--- config.mk ---
export PLATFORM = sky130hd
export DESIGN_NAME = sjf_nonpreemptive_scheduler
export DESIGN_NICKNAME = d
export VERILOG_FILES = /design/src/rtl/sjf_pkg.sv /design/src/rtl/sjf_ram.sv /design/src/rtl/sjf_nonpreemptive_scheduler.sv
export SDC_FILE = /design/constraint.sdc
export NUM_CORES = 1
export LEC_CHECK = 0
export BUFFER_PORTS_ARGS = -buffer_cell sky130_fd_sc_hd__buf_2
export CORE_AREA = 2 2 372 374
export CTS_CLUSTER_DIAMETER = 100
export DETAILED_ROUTE_END_ITERATION = 10
export DIE_AREA = 0 0 374 376
export GPL_TIMING_DRIVEN = 0
export PLACE_DENSITY = 0.55
export SYNTH_ARGS = -nofsm -noshare
export SYNTH_HDL_FRONTEND = slang
export SYNTH_SLANG_ARGS = --single-unit
--- constraint.sdc ---
create_clock -name clk_i -period 7.5 [get_ports clk_i]
set_input_delay 0.375 -clock clk_i [delete_from_list [all_inputs] [get_ports clk_i]]
set_output_delay 0.375 -clock clk_i [all_outputs]
set_load 0.02 [all_outputs]
--- src/rtl/sjf_pkg.sv ---
// Field widths shared by the shortest-job-first scheduler
`timescale 1ns / 1ps

package sjf_pkg;

  // request field widths
  localparam int unsigned ARR_W  = 16;
  localparam int unsigned BUR_W  = 16;

  // result field widths
  localparam int unsigned IDX_W  = 4;
  localparam int unsigned COMP_W = 21;
  localparam int unsigned TOT_W  = 25;

endpackage

--- src/rtl/sjf_ram.sv ---
// Generic single-write, single-read RAM with registered read data
`timescale 1ns / 1ps

module sjf_ram #(
  parameter int unsigned WIDTH = 32,
  parameter int unsigned DEPTH = 16,
  localparam int unsigned AW = (DEPTH > 1) ? $clog2(DEPTH) : 1
) (
  input  logic             clk_i,
  input  logic             we_i,
  input  logic [AW-1:0]    waddr_i,
  input  logic [WIDTH-1:0] wdata_i,
  input  logic             re_i,
  input  logic [AW-1:0]    raddr_i,
  output logic [WIDTH-1:0] rdata_o
);

  logic [WIDTH-1:0] mem_q [DEPTH];
  logic [WIDTH-1:0] rdata_q;

  // write port
  always_ff @(posedge clk_i) begin
    if (we_i) begin
      mem_q[waddr_i] <= wdata_i;
    end
  end

  // registered read port
  always_ff @(posedge clk_i) begin
    if (re_i) begin
      rdata_q <= mem_q[raddr_i];
    end
  end

  assign rdata_o = rdata_q;

endmodule

--- src/rtl/sjf_nonpreemptive_scheduler.sv ---
// Non-preemptive shortest-job-first scheduler: record store, scan and result stage
// Records are accepted while loading; records beyond MAX_PROCS are dropped.
// After the last record each result takes a scan of the n stored records,
// one record memory read per cycle, then an execute and a result state.
// Reset clears the record count, done flags, time and sums; the record memory
// itself is not cleared and needs no clearing pass.
`timescale 1ns / 1ps

module sjf_nonpreemptive_scheduler #(
  parameter int unsigned MAX_PROCS = 16,
  parameter int unsigned TIME_BITS = 16
) (
  input  logic                       clk_i,
  input  logic                       rst_ni,
  // record requests
  input  logic                       in_valid_i,
  output logic                       in_ready_o,
  input  logic [sjf_pkg::ARR_W-1:0]  arrival_time_i,
  input  logic [sjf_pkg::BUR_W-1:0]  burst_time_i,
  input  logic                       last_record_i,
  // schedule results
  output logic                       out_valid_o,
  input  logic                       out_ready_i,
  output logic [sjf_pkg::IDX_W-1:0]  process_index_o,
  output logic [sjf_pkg::ARR_W-1:0]  out_arrival_o,
  output logic [sjf_pkg::BUR_W-1:0]  out_burst_o,
  output logic [sjf_pkg::COMP_W-1:0] completion_time_o,
  output logic [sjf_pkg::COMP_W-1:0] waiting_time_o,
  output logic [sjf_pkg::COMP_W-1:0] turnaround_time_o,
  output logic [sjf_pkg::TOT_W-1:0]  total_waiting_o,
  output logic [sjf_pkg::TOT_W-1:0]  total_turnaround_o,
  output logic                       last_result_o
);

  localparam int unsigned ARR_W  = sjf_pkg::ARR_W;
  localparam int unsigned BUR_W  = sjf_pkg::BUR_W;
  localparam int unsigned IDX_W  = sjf_pkg::IDX_W;
  localparam int unsigned COMP_W = sjf_pkg::COMP_W;
  localparam int unsigned TOT_W  = sjf_pkg::TOT_W;

  localparam int unsigned AW = (MAX_PROCS > 1) ? $clog2(MAX_PROCS) : 1;
  localparam int unsigned CW = $clog2(MAX_PROCS + 1);
  localparam int unsigned TW = TIME_BITS + CW + 1;
  localparam int unsigned SW = TW + CW;
  localparam int unsigned DW = 2 * TIME_BITS;

  typedef enum logic [1:0] {
    ST_LOAD,
    ST_SCAN,
    ST_EXEC,
    ST_FIN
  } state_e;

  state_e             state_q, state_d;
  logic [CW-1:0]      cnt_q, cnt_d;
  logic [CW-1:0]      issue_q, issue_d;
  logic [CW-1:0]      jobs_q, jobs_d;
  logic               pend_v_q, pend_v_d;
  logic [AW-1:0]      pend_idx_q, pend_idx_d;
  logic [MAX_PROCS-1:0] done_q, done_d;
  logic [TW-1:0]      time_q, time_d;
  logic [SW-1:0]      wsum_q, wsum_d;
  logic [SW-1:0]      tsum_q, tsum_d;
  logic               ba_v_q, ba_v_d;
  logic               bu_v_q, bu_v_d;
  logic               out_valid_q, out_valid_d;

  // best arrived and best not yet arrived candidates
  logic [TIME_BITS-1:0] ba_arr_q, ba_arr_d, ba_bur_q, ba_bur_d;
  logic [AW-1:0]        ba_idx_q, ba_idx_d;
  logic [TIME_BITS-1:0] bu_arr_q, bu_arr_d, bu_bur_q, bu_bur_d;
  logic [AW-1:0]        bu_idx_q, bu_idx_d;

  // executed job
  logic [AW-1:0]        ex_idx_q, ex_idx_d;
  logic [TIME_BITS-1:0] ex_arr_q, ex_arr_d, ex_bur_q, ex_bur_d;
  logic [TW-1:0]        comp_q, comp_d, wt_q, wt_d, tat_q, tat_d;

  // result register
  logic [IDX_W-1:0]  o_idx_q, o_idx_d;
  logic [ARR_W-1:0]  o_arr_q, o_arr_d;
  logic [BUR_W-1:0]  o_bur_q, o_bur_d;
  logic [COMP_W-1:0] o_comp_q, o_comp_d, o_wt_q, o_wt_d, o_tat_q, o_tat_d;
  logic [TOT_W-1:0]  o_twt_q, o_twt_d, o_ttat_q, o_ttat_d;
  logic              o_last_q, o_last_d;

  logic                 in_acc, store_en, rd_en;
  logic [DW-1:0]        rd_data;
  logic [TIME_BITS-1:0] cand_arr, cand_bur, sel_arr, sel_bur;
  logic [AW-1:0]        sel_idx;
  logic [TW-1:0]        start_t;
  logic                 cand_live, cand_arrived, fin_go, fin_last;
  logic [SW-1:0]        wsum_nx, tsum_nx;

  assign in_ready_o = (state_q == ST_LOAD);
  assign in_acc     = in_valid_i && in_ready_o;
  assign store_en   = in_acc && (cnt_q < CW'(MAX_PROCS));
  assign rd_en      = (state_q == ST_SCAN) && (issue_q < cnt_q);

  // record memory: burst in the upper half, arrival in the lower half
  sjf_ram #(
    .WIDTH (DW),
    .DEPTH (MAX_PROCS)
  ) u_rec_ram (
    .clk_i   (clk_i),
    .we_i    (store_en),
    .waddr_i (cnt_q[AW-1:0]),
    .wdata_i ({TIME_BITS'(burst_time_i), TIME_BITS'(arrival_time_i)}),
    .re_i    (rd_en),
    .raddr_i (issue_q[AW-1:0]),
    .rdata_o (rd_data)
  );

  assign cand_arr     = rd_data[TIME_BITS-1:0];
  assign cand_bur     = rd_data[DW-1:TIME_BITS];
  assign cand_live    = pend_v_q && !done_q[pend_idx_q];
  assign cand_arrived = (TW'(cand_arr) <= time_q);

  // job chosen at the end of a scan; time jumps if nothing has arrived
  assign sel_idx = ba_v_q ? ba_idx_q : bu_idx_q;
  assign sel_arr = ba_v_q ? ba_arr_q : bu_arr_q;
  assign sel_bur = ba_v_q ? ba_bur_q : bu_bur_q;
  assign start_t = ba_v_q ? time_q : TW'(bu_arr_q);

  assign fin_go   = (state_q == ST_FIN) && (!out_valid_q || out_ready_i);
  assign fin_last = (jobs_q == cnt_q);
  assign wsum_nx  = wsum_q + SW'(wt_q);
  assign tsum_nx  = tsum_q + SW'(tat_q);

  // next-state logic
  always_comb begin
    state_d     = state_q;
    cnt_d       = cnt_q;
    issue_d     = issue_q;
    jobs_d      = jobs_q;
    pend_v_d    = 1'b0;
    pend_idx_d  = pend_idx_q;
    done_d      = done_q;
    time_d      = time_q;
    wsum_d      = wsum_q;
    tsum_d      = tsum_q;
    ba_v_d      = ba_v_q;
    bu_v_d      = bu_v_q;
    out_valid_d = out_valid_q;
    ba_arr_d    = ba_arr_q;
    ba_bur_d    = ba_bur_q;
    ba_idx_d    = ba_idx_q;
    bu_arr_d    = bu_arr_q;
    bu_bur_d    = bu_bur_q;
    bu_idx_d    = bu_idx_q;
    ex_idx_d    = ex_idx_q;
    ex_arr_d    = ex_arr_q;
    ex_bur_d    = ex_bur_q;
    comp_d      = comp_q;
    wt_d        = wt_q;
    tat_d       = tat_q;
    o_idx_d     = o_idx_q;
    o_arr_d     = o_arr_q;
    o_bur_d     = o_bur_q;
    o_comp_d    = o_comp_q;
    o_wt_d      = o_wt_q;
    o_tat_d     = o_tat_q;
    o_twt_d     = o_twt_q;
    o_ttat_d    = o_ttat_q;
    o_last_d    = o_last_q;

    // result taken downstream
    if (out_valid_q && out_ready_i) begin
      out_valid_d = 1'b0;
    end

    unique case (state_q)
      ST_LOAD: begin
        if (store_en) begin
          cnt_d = cnt_q + CW'(1);
        end
        if (in_acc && last_record_i) begin
          state_d = ST_SCAN;
          issue_d = '0;
          jobs_d  = '0;
          ba_v_d  = 1'b0;
          bu_v_d  = 1'b0;
        end
      end

      ST_SCAN: begin
        // issue one read per cycle, evaluate the record read last cycle
        if (rd_en) begin
          issue_d    = issue_q + CW'(1);
          pend_v_d   = 1'b1;
          pend_idx_d = issue_q[AW-1:0];
        end else if (!pend_v_q) begin
          state_d = ST_EXEC;
        end
        if (cand_live && cand_arrived) begin
          if (!ba_v_q || (cand_bur < ba_bur_q) ||
              ((cand_bur == ba_bur_q) && (cand_arr < ba_arr_q))) begin
            ba_v_d   = 1'b1;
            ba_arr_d = cand_arr;
            ba_bur_d = cand_bur;
            ba_idx_d = pend_idx_q;
          end
        end
        if (cand_live && !cand_arrived) begin
          if (!bu_v_q || (cand_arr < bu_arr_q) ||
              ((cand_arr == bu_arr_q) && (cand_bur < bu_bur_q))) begin
            bu_v_d   = 1'b1;
            bu_arr_d = cand_arr;
            bu_bur_d = cand_bur;
            bu_idx_d = pend_idx_q;
          end
        end
      end

      ST_EXEC: begin
        // waiting = start - arrival, turnaround = waiting + burst
        ex_idx_d         = sel_idx;
        ex_arr_d         = sel_arr;
        ex_bur_d         = sel_bur;
        comp_d           = start_t + TW'(sel_bur);
        wt_d             = start_t - TW'(sel_arr);
        tat_d            = start_t + TW'(sel_bur) - TW'(sel_arr);
        time_d           = start_t + TW'(sel_bur);
        done_d[sel_idx]  = 1'b1;
        jobs_d           = jobs_q + CW'(1);
        state_d          = ST_FIN;
      end

      ST_FIN: begin
        if (fin_go) begin
          out_valid_d = 1'b1;
          o_idx_d     = IDX_W'(ex_idx_q);
          o_arr_d     = ARR_W'(ex_arr_q);
          o_bur_d     = BUR_W'(ex_bur_q);
          o_comp_d    = COMP_W'(comp_q);
          o_wt_d      = COMP_W'(wt_q);
          o_tat_d     = COMP_W'(tat_q);
          o_last_d    = fin_last;
          o_twt_d     = fin_last ? TOT_W'(wsum_nx) : '0;
          o_ttat_d    = fin_last ? TOT_W'(tsum_nx) : '0;
          wsum_d      = wsum_nx;
          tsum_d      = tsum_nx;
          if (fin_last) begin
            // batch complete: back to an empty store
            state_d = ST_LOAD;
            cnt_d   = '0;
            time_d  = '0;
            wsum_d  = '0;
            tsum_d  = '0;
            done_d  = '0;
          end else begin
            state_d = ST_SCAN;
            issue_d = '0;
            ba_v_d  = 1'b0;
            bu_v_d  = 1'b0;
          end
        end
      end

      default: begin
        state_d = ST_LOAD;
      end
    endcase
  end

  // control state and registered valid
  always_ff @(posedge clk_i or negedge rst_ni) begin
    if (!rst_ni) begin
      state_q     <= ST_LOAD;
      cnt_q       <= '0;
      issue_q     <= '0;
      jobs_q      <= '0;
      pend_v_q    <= 1'b0;
      pend_idx_q  <= '0;
      done_q      <= '0;
      time_q      <= '0;
      wsum_q      <= '0;
      tsum_q      <= '0;
      ba_v_q      <= 1'b0;
      bu_v_q      <= 1'b0;
      out_valid_q <= 1'b0;
    end else begin
      state_q     <= state_d;
      cnt_q       <= cnt_d;
      issue_q     <= issue_d;
      jobs_q      <= jobs_d;
      pend_v_q    <= pend_v_d;
      pend_idx_q  <= pend_idx_d;
      done_q      <= done_d;
      time_q      <= time_d;
      wsum_q      <= wsum_d;
      tsum_q      <= tsum_d;
      ba_v_q      <= ba_v_d;
      bu_v_q      <= bu_v_d;
      out_valid_q <= out_valid_d;
    end
  end

  // payload registers
  always_ff @(posedge clk_i) begin
    ba_arr_q <= ba_arr_d;
    ba_bur_q <= ba_bur_d;
    ba_idx_q <= ba_idx_d;
    bu_arr_q <= bu_arr_d;
    bu_bur_q <= bu_bur_d;
    bu_idx_q <= bu_idx_d;
    ex_idx_q <= ex_idx_d;
    ex_arr_q <= ex_arr_d;
    ex_bur_q <= ex_bur_d;
    comp_q   <= comp_d;
    wt_q     <= wt_d;
    tat_q    <= tat_d;
    o_idx_q  <= o_idx_d;
    o_arr_q  <= o_arr_d;
    o_bur_q  <= o_bur_d;
    o_comp_q <= o_comp_d;
    o_wt_q   <= o_wt_d;
    o_tat_q  <= o_tat_d;
    o_twt_q  <= o_twt_d;
    o_ttat_q <= o_ttat_d;
    o_last_q <= o_last_d;
  end

  assign out_valid_o        = out_valid_q;
  assign process_index_o    = o_idx_q;
  assign out_arrival_o      = o_arr_q;
  assign out_burst_o        = o_bur_q;
  assign completion_time_o  = o_comp_q;
  assign waiting_time_o     = o_wt_q;
  assign turnaround_time_o  = o_tat_q;
  assign total_waiting_o    = o_twt_q;
  assign total_turnaround_o = o_ttat_q;
  assign last_result_o      = o_last_q;

  // checks
  ap_load_clean: assert property (@(posedge clk_i) disable iff (!rst_ni)
    (state_q == ST_LOAD) |-> ((done_q == '0) && (time_q == '0)))
    else $error("done flags or time not cleared while loading");

  ap_cnt_bound: assert property (@(posedge clk_i) disable iff (!rst_ni)
    cnt_q <= CW'(MAX_PROCS))
    else $error("record count above store depth");

  ap_scan_bound: assert property (@(posedge clk_i) disable iff (!rst_ni)
    (state_q == ST_SCAN) |-> (issue_q <= cnt_q))
    else $error("scan read beyond stored records");

  ap_done_set: assert property (@(posedge clk_i) disable iff (!rst_ni)
    (state_q == ST_EXEC) |=> done_q[ex_idx_q])
    else $error("executed job not marked done");

  ap_partial_tot: assert property (@(posedge clk_i) disable iff (!rst_ni)
    (out_valid_q && !o_last_q) |-> ((o_twt_q == '0) && (o_ttat_q == '0)))
    else $error("totals non-zero on an intermediate result");

endmodule

* Word-level counts from Yosys, hierarchy flattened
Memory sizes are Yosys's and may differ from the RTL's. A register that Yosys moved wholly into a read port is not among the register bits.
Index checks and enable logic that the tools add are counted.
** Word-level totals
- Latch bits :: 0
- Logic and storage cells :: 158
- ROM bits :: 0
- Register bits after elaboration :: 440
- Memory bits (writable) :: 512
- Output and inout bits :: 152
- Memories :: 1
** Memories
- u_rec_ram.mem_q :: depth 16, bits a word 32, rd ports 1, clocked after Yosys merged registers in 1, wr ports 1, line sjf_ram.sv:18 : logic [WIDTH-1:0] mem_q [DEPTH];
** Operators by class
- Magnitude comparators :: 10
- Equality and inequality tests :: 18
- $mul :: 0
- Reductions and logical operators :: 38
- Div/mod/pow operators :: 0
- Shift operators :: 0
- $add $sub $neg :: 8
- Muxes and demuxes :: 48
- Bitwise operators :: 1
** Operators by type and width (number)
- 22-bit 2-to-1 mux :: 3
- 16-bit < comparator :: 4
- 16-bit 2-to-1 mux :: 4
- 27-bit by 22-bit adder with 27-bit output :: 2
- 27-bit 2-to-1 mux :: 2
- 22-bit case mux with 2 select lines :: 1
- 22-bit by 16-bit subtractor with 22-bit output :: 2
- 5-bit 2-to-1 mux :: 7
- 16-bit == test :: 2
- 16-bit case mux with 2 select lines :: 1
- 22-bit by 16-bit adder with 22-bit output :: 1
- 16-bit by 22-bit <= comparator with 1-bit output :: 1
- 5-bit case mux with 2 select lines :: 2
- 1-bit 2-to-1 mux :: 17
- 16-bit OR :: 1
- 5-bit by 1-bit adder with 5-bit output, second input constant :: 3
- 5-bit case mux with 3 select lines :: 1
- 1-bit logical AND :: 12
- 2-bit by 1-bit inequality test with 1-bit output, second input constant :: 6
- 2-bit inequality test, second input constant :: 6
- 6-bit AND reduction :: 2
- 4-bit by 5-bit < comparator with 1-bit output, second input constant :: 2
- 3-bit AND reduction :: 3
- 2-bit 2-to-1 mux :: 4
- other kinds (19) :: 34

* Longest topological paths before layout
- Depth in word-level cells :: 7
- Depth in mapped cells :: 22
- Depth with buffers taken out :: 20

* Hierarchy
From an unflattened synthesis, not the netlist that was laid out.
** Second synthesis, totals
- Cells, all modules :: 2708
- Area total of the unflattened synthesis :: 42059.1 µm²
** By module, submodules not included
- sjf_nonpreemptive_scheduler :: cells an instance 1870, times used 1, area an instance 21903.5 µm², sequential area each 12527.0 µm²
- sjf_ram :: cells an instance 838, times used 1, area an instance 20155.6 µm², sequential area each 16335.7 µm²

* Worst setup path before layout
Ideal clock, no wire load.
- Path type :: register to register
- Start :: register u_rec_ram.rdata_q[25] (netlist: u_rec_ram.rdata_o[25]) (read register of u_rec_ram.mem_q)
- End :: register ba_arr_q[0] (enable)
- Library setup time :: 0.482 ns
- Clock period less this slack :: 5.168 ns
- Path slack :: 2.332 ns
- Required time :: 7.018 ns
- Arrival time :: 4.687 ns
- Stages on the path, launching flop included :: 12
- Path through :: edfxtp_1 ha_1 a21o_1 a21o_1 a21o_1 a21o_1 a21o_1 a21oi_1 nor2b_1 o31ai_1 a41oi_1 nor3b_1
** On the way
- Cells in the longest elaborated chain, start to end :: 4
- Elaborated cells between the ends (all ways) :: 6
** RTL lines
- from (decl) :: line sjf_ram.sv:19 : logic [WIDTH-1:0] rdata_q;
- 16-bit < comparator / 16-bit == test (equally long branches) :: line sjf_nonpreemptive_scheduler.sv:196, sjf_nonpreemptive_scheduler.sv:197
- 1-bit logical OR / 1-bit logical AND (equally long branches) :: line sjf_nonpreemptive_scheduler.sv:196, sjf_nonpreemptive_scheduler.sv:197
- 1-bit logical OR * :: line sjf_nonpreemptive_scheduler.sv:196 : if (!ba_v_q || (cand_bur < ba_bur_q) ||
- 3-bit AND reduction (no line) *
- to (signal assigned) :: line sjf_nonpreemptive_scheduler.sv:301 : ba_arr_q <= ba_arr_d;
- to (decl) :: line sjf_nonpreemptive_scheduler.sv:69 : logic [TIME_BITS-1:0] ba_arr_q, ba_arr_d, ba_bur_q, ba_bur_d;
Every way passes the cells marked *; elsewhere a longest branch is shown, timed or not.
A chain may end at the register's enable or synchronous reset.

* Worst setup path in the final report
- Start :: register ba_v_q
- End :: register tat_q[19], data pin
** On the way
- Cells in the longest elaborated chain, start to end :: 3
- Elaborated cells between the ends (all ways) :: 5
** RTL lines
- from (decl) :: line sjf_nonpreemptive_scheduler.sv:64 : logic ba_v_q, ba_v_d;
- from (signal assigned) :: line sjf_nonpreemptive_scheduler.sv:293 : ba_v_q <= ba_v_d;
- 16-bit 2-to-1 mux :: line sjf_nonpreemptive_scheduler.sv:122 : assign sel_bur = ba_v_q ? ba_bur_q : bu_bur_q;
- named net sel_bur[1] :: line sjf_nonpreemptive_scheduler.sv:89 : logic [TIME_BITS-1:0] cand_arr, cand_bur, sel_arr, sel_bur;
- 22-bit by 16-bit adder with 22-bit output :: line sjf_nonpreemptive_scheduler.sv:222 : tat_d = start_t + TW'(sel_bur) - TW'(sel_arr);
- 22-bit by 16-bit subtractor with 22-bit output :: line sjf_nonpreemptive_scheduler.sv:222
- to (signal assigned) :: line sjf_nonpreemptive_scheduler.sv:312 : tat_q <= tat_d;
- to (decl) :: line sjf_nonpreemptive_scheduler.sv:77 : logic [TW-1:0] comp_q, comp_d, wt_q, wt_d, tat_q, tat_d;
The timed path passes the listed nets, and every way through them passes these cells.

==> results.ini <==
[routing]
drt_iter0_markers = 1948
postRouteAntennaNets = 0
vias = 23145
firstDrtPassIters = 5
drc_errors = 0
wirelength_mm = 105
vias_per_cell = 4.78
wl_per_cell_um = 21.7

[critical_path]
crit_family = compound AO/OA/AOI/OAI gates
cp.arrival_ps = 6990
slowest_stage = fa_1
crit_chain = buf_2 > buf_1 > clkbuf_1 > clkbuf_1 > o21ai_0 > fa_1 > a211oi_1 > o21ai_0 > xor2_1 > ha_1 > nor2_1 > a21oi_1 > o21ai_0 > o21bai_1 > maj3_2 > o31a_1 > a41oi_2 > a21oi_1 > nor3b_1 > xnor2_1
worst-path-buf-inv = 4
crit_type = reg2reg
cp-end-kind = flop
critical-path-max-stage-delay_ps = 610
crit_top_cell = o21ai_0
startpoint_type = flop
worstPathMaxFanout = 10
worstPathRequired_ps = 7940

[yosys]
yosys.area.top_type = edfxtp_1
synthDominantCellAreaShare_pct = 62.0
syn_inst = 2632
synth_nets = 2857
ys_async_sr_fraction_pct = 11.5
ys_ff_latch = 980
yosys-top-cells-count = edfxtp_1 (867), nand2_1 (198), ha_1 (183)
synth_edf_count = 867
synthFlopType = edfxtp_1
yosysSeqAreaShare_pct = 68.7
ys.warnings.count = 0
yosysMostFrequentCell = edfxtp_1
synth_area_mm2 = 0.0420
synth.distinct_cells = 74
avgSynthCellArea_um2 = 16.0
synth.area.top_cells = edfxtp_1 (62%), mux4_2 (8.8%), dfrtp_1 (6.7%)

[floorplan]
dieArea_mm2 = 0.141
start_util_pct = 30.7
top_level_ports = 189
core_area_mm2 = 0.137
die_w_um = 374
die_h_um = 376
fp-row-count = 136

[placed_design]
io_buffer_count = 188
dpl_cell_area_mm2 = 0.0459
dp_slack_ps = 860
gp_congestion = 0.853
dp_hpwl_mm = 76.1

[final_layout]
syn2layout_area_growth_pct = 17.1
num-nets-final = 3191
fin_util_pct = 36.0
drive_gt1_share_pct = 18.8
fin_area_mm2 = 0.0492

[status]
status = completed

[power]
peakVddDrop_mv = 0.183
power.total_mw = 19.0
power_density_mw_per_mm2 = 387
power.leakage_nw = 17.5

[timing]
drv_slew = 0
setup_violations = 0
finalCriticalPeriod_ps = 6550
hold_viol = 0
finalWorstSetupSlack_ps = 948
skew_ps = 45.9
fmax_mhz = 153
slew_headroom_pct = 6.47
finalCritPeriodShare_pct = 87.4
grt_setup_unrepaired = false
hold_slack_ps = 49.0
worst_pin_slew_ps = 1400

[global_routing]
grt_overflow = 0
antenna_found_initial = 12
track_usage_pct = 14.8
grt_max_degree = 84
grt_pass1_vias = 23984
grt_pass1_wl_mm = 155

[cts]
cts_tree = built
cts_sinks = 980
numCtsBuffers = 97
root_buffer = clkbuf_16
clk_latency_ps = 710
cts_max_level = 3
cts.clk_slew.worst_paths_ps = 60
cts.path.max_buffers = 3

[worst_hold_path]
hp-class = in2reg

[run]
cap_violations = 0

==> cells in the final DEF, fill, tap and decap left out, drive strengths merged, types with 6 or more instances in the layout <==
cell type / Yosys / routed
a211oi: 10 / 10
a21o: 46 / 46
a21oi: 106 / 106
a22o: 6 / 6
a31oi: 10 / 10
and2: 20 / 20
and3: 11 / 11
buf: 16 / 240
clkbuf: 63 / 193
clkinv: 0 / 37
clkinvlp: 0 / 7
dfrtp: 113 / 113
dlygate4sd3: 0 / 11
edfxtp: 867 / 867
ha: 183 / 183
inv: 156 / 158
mux2: 7 / 7
mux2i: 7 / 7
mux4: 164 / 164
nand2: 198 / 198
nand2b: 22 / 22
nand3: 25 / 25
nand4: 13 / 13
nor2: 146 / 146
nor2b: 22 / 22
nor3: 26 / 26
o211ai: 13 / 13
o21a: 23 / 23
o21ai: 130 / 130
o21bai: 12 / 12
o22ai: 6 / 6
o31ai: 30 / 30
or2: 6 / 6
or3: 6 / 6
xnor2: 70 / 70
xor2: 33 / 33
==> per-layer routing <==
layer,vias up,part of all wire (%),global-route usage (%)
met1,11666,43,19.2
met3,174,4.5,2.77
met2,539,49,25.3
met5,-,0.10,0
met4,16,3.1,4.43
li1,10750,-,-
==> path summary, 6_finish.rpt <==
path / start / to / slack (ps) / cells after the start
max reg2reg: ba_v_q / tat_q[19] / 950 / 20
max: ba_v_q / tat_q[19] / 950 / 20
min: burst_time_i[4] / u_rec_ram.mem_q[9][20] / 50 / 1
min reg2reg: comp_q[1] / completion_time_o[1] / 390 / 0
max in group asynchronous: rst_ni / done_q[12] / 6510 / 3
min in group asynchronous: rst_ni / tsum_q[3] / 150 / 2
==> repair_timing <==
action,4_1_cts,5_1_grt
hold buffers,11,0
endpoints found under the setup margin,0,0
gates resized for setup,0,0
setup buffers,0,0
endpoints found under the hold margin,130,0
==> through the flow <==
stage | TNS, ps | instances
after global placement | -18040 | 4614
after detailed placement | 0 | 4650
after global routing | 0 | 4842
final | 0 | 4843
after CTS | 0 | 4842
after floorplan | 0 | 2632
==> report_power, final <==
group / switching [mW] / internal [mW] / total, mW
clock network: 2.13 / 2.65 / 4.78
logic: 4.03 / 2.27 / 6.30
registers: 0.566 / 7.37 / 7.94
total: 6.72 / 12.3 / 19.0
==> cells by family after synthesis <==
group                    Yosys count  share of synthesized area (%)
AO/OA/AOI/OAI                    433                           6.56
XOR/XNOR                         104                           2.20
adder cells (fa/ha/maj)          189                           5.72
buffers and inverters            235                           2.10
flip-flops                       980                           68.7
multiplexers                     178                           9.15
AND/OR/NAND/NOR                  513                           5.52
==> final cells by class <==
class,count,area (um2)
plain buffers,79,298
inverters,156,591
diodes,1,2.50
clock inverters,51,526
repair buffers,235,1650
fillers,12935,87500
flip-flops and latches,980,28900
well taps,1794,2240
multi-input cells,1417,12400
clock buffers,130,2610
==> worst register-to-register path: stages, from the launching register on <==
cell      delay, ps
dfrtp_1         310
buf_2           210
buf_1           540
clkbuf_1        500
clkbuf_1        530
o21ai_0         490
fa_1            620
a211oi_1        360
o21ai_0         170
xor2_1          340
ha_1            350
nor2_1          120
a21oi_1          40
o21ai_0         150
o21bai_1        170
maj3_2          350
o31a_1          310
a41oi_2         240
a21oi_1         170
nor3b_1         260
xnor2_1         110
==> registers in the layout, indices dropped and copies added (netlist names), 22 cells and up <==
| register | flops |
|---|---|
| u_rec_ram.mem_q | 512 |
| u_rec_ram.rdata_o | 32 |
| total_turnaround_o | 25 |
| total_waiting_o | 25 |
| tsum_q | 25 |
| wsum_q | 25 |
| tat_q | 22 |
| time_q | 22 |
| wt_q | 22 |
Note: power is estimated with default switching activity, not from simulation.
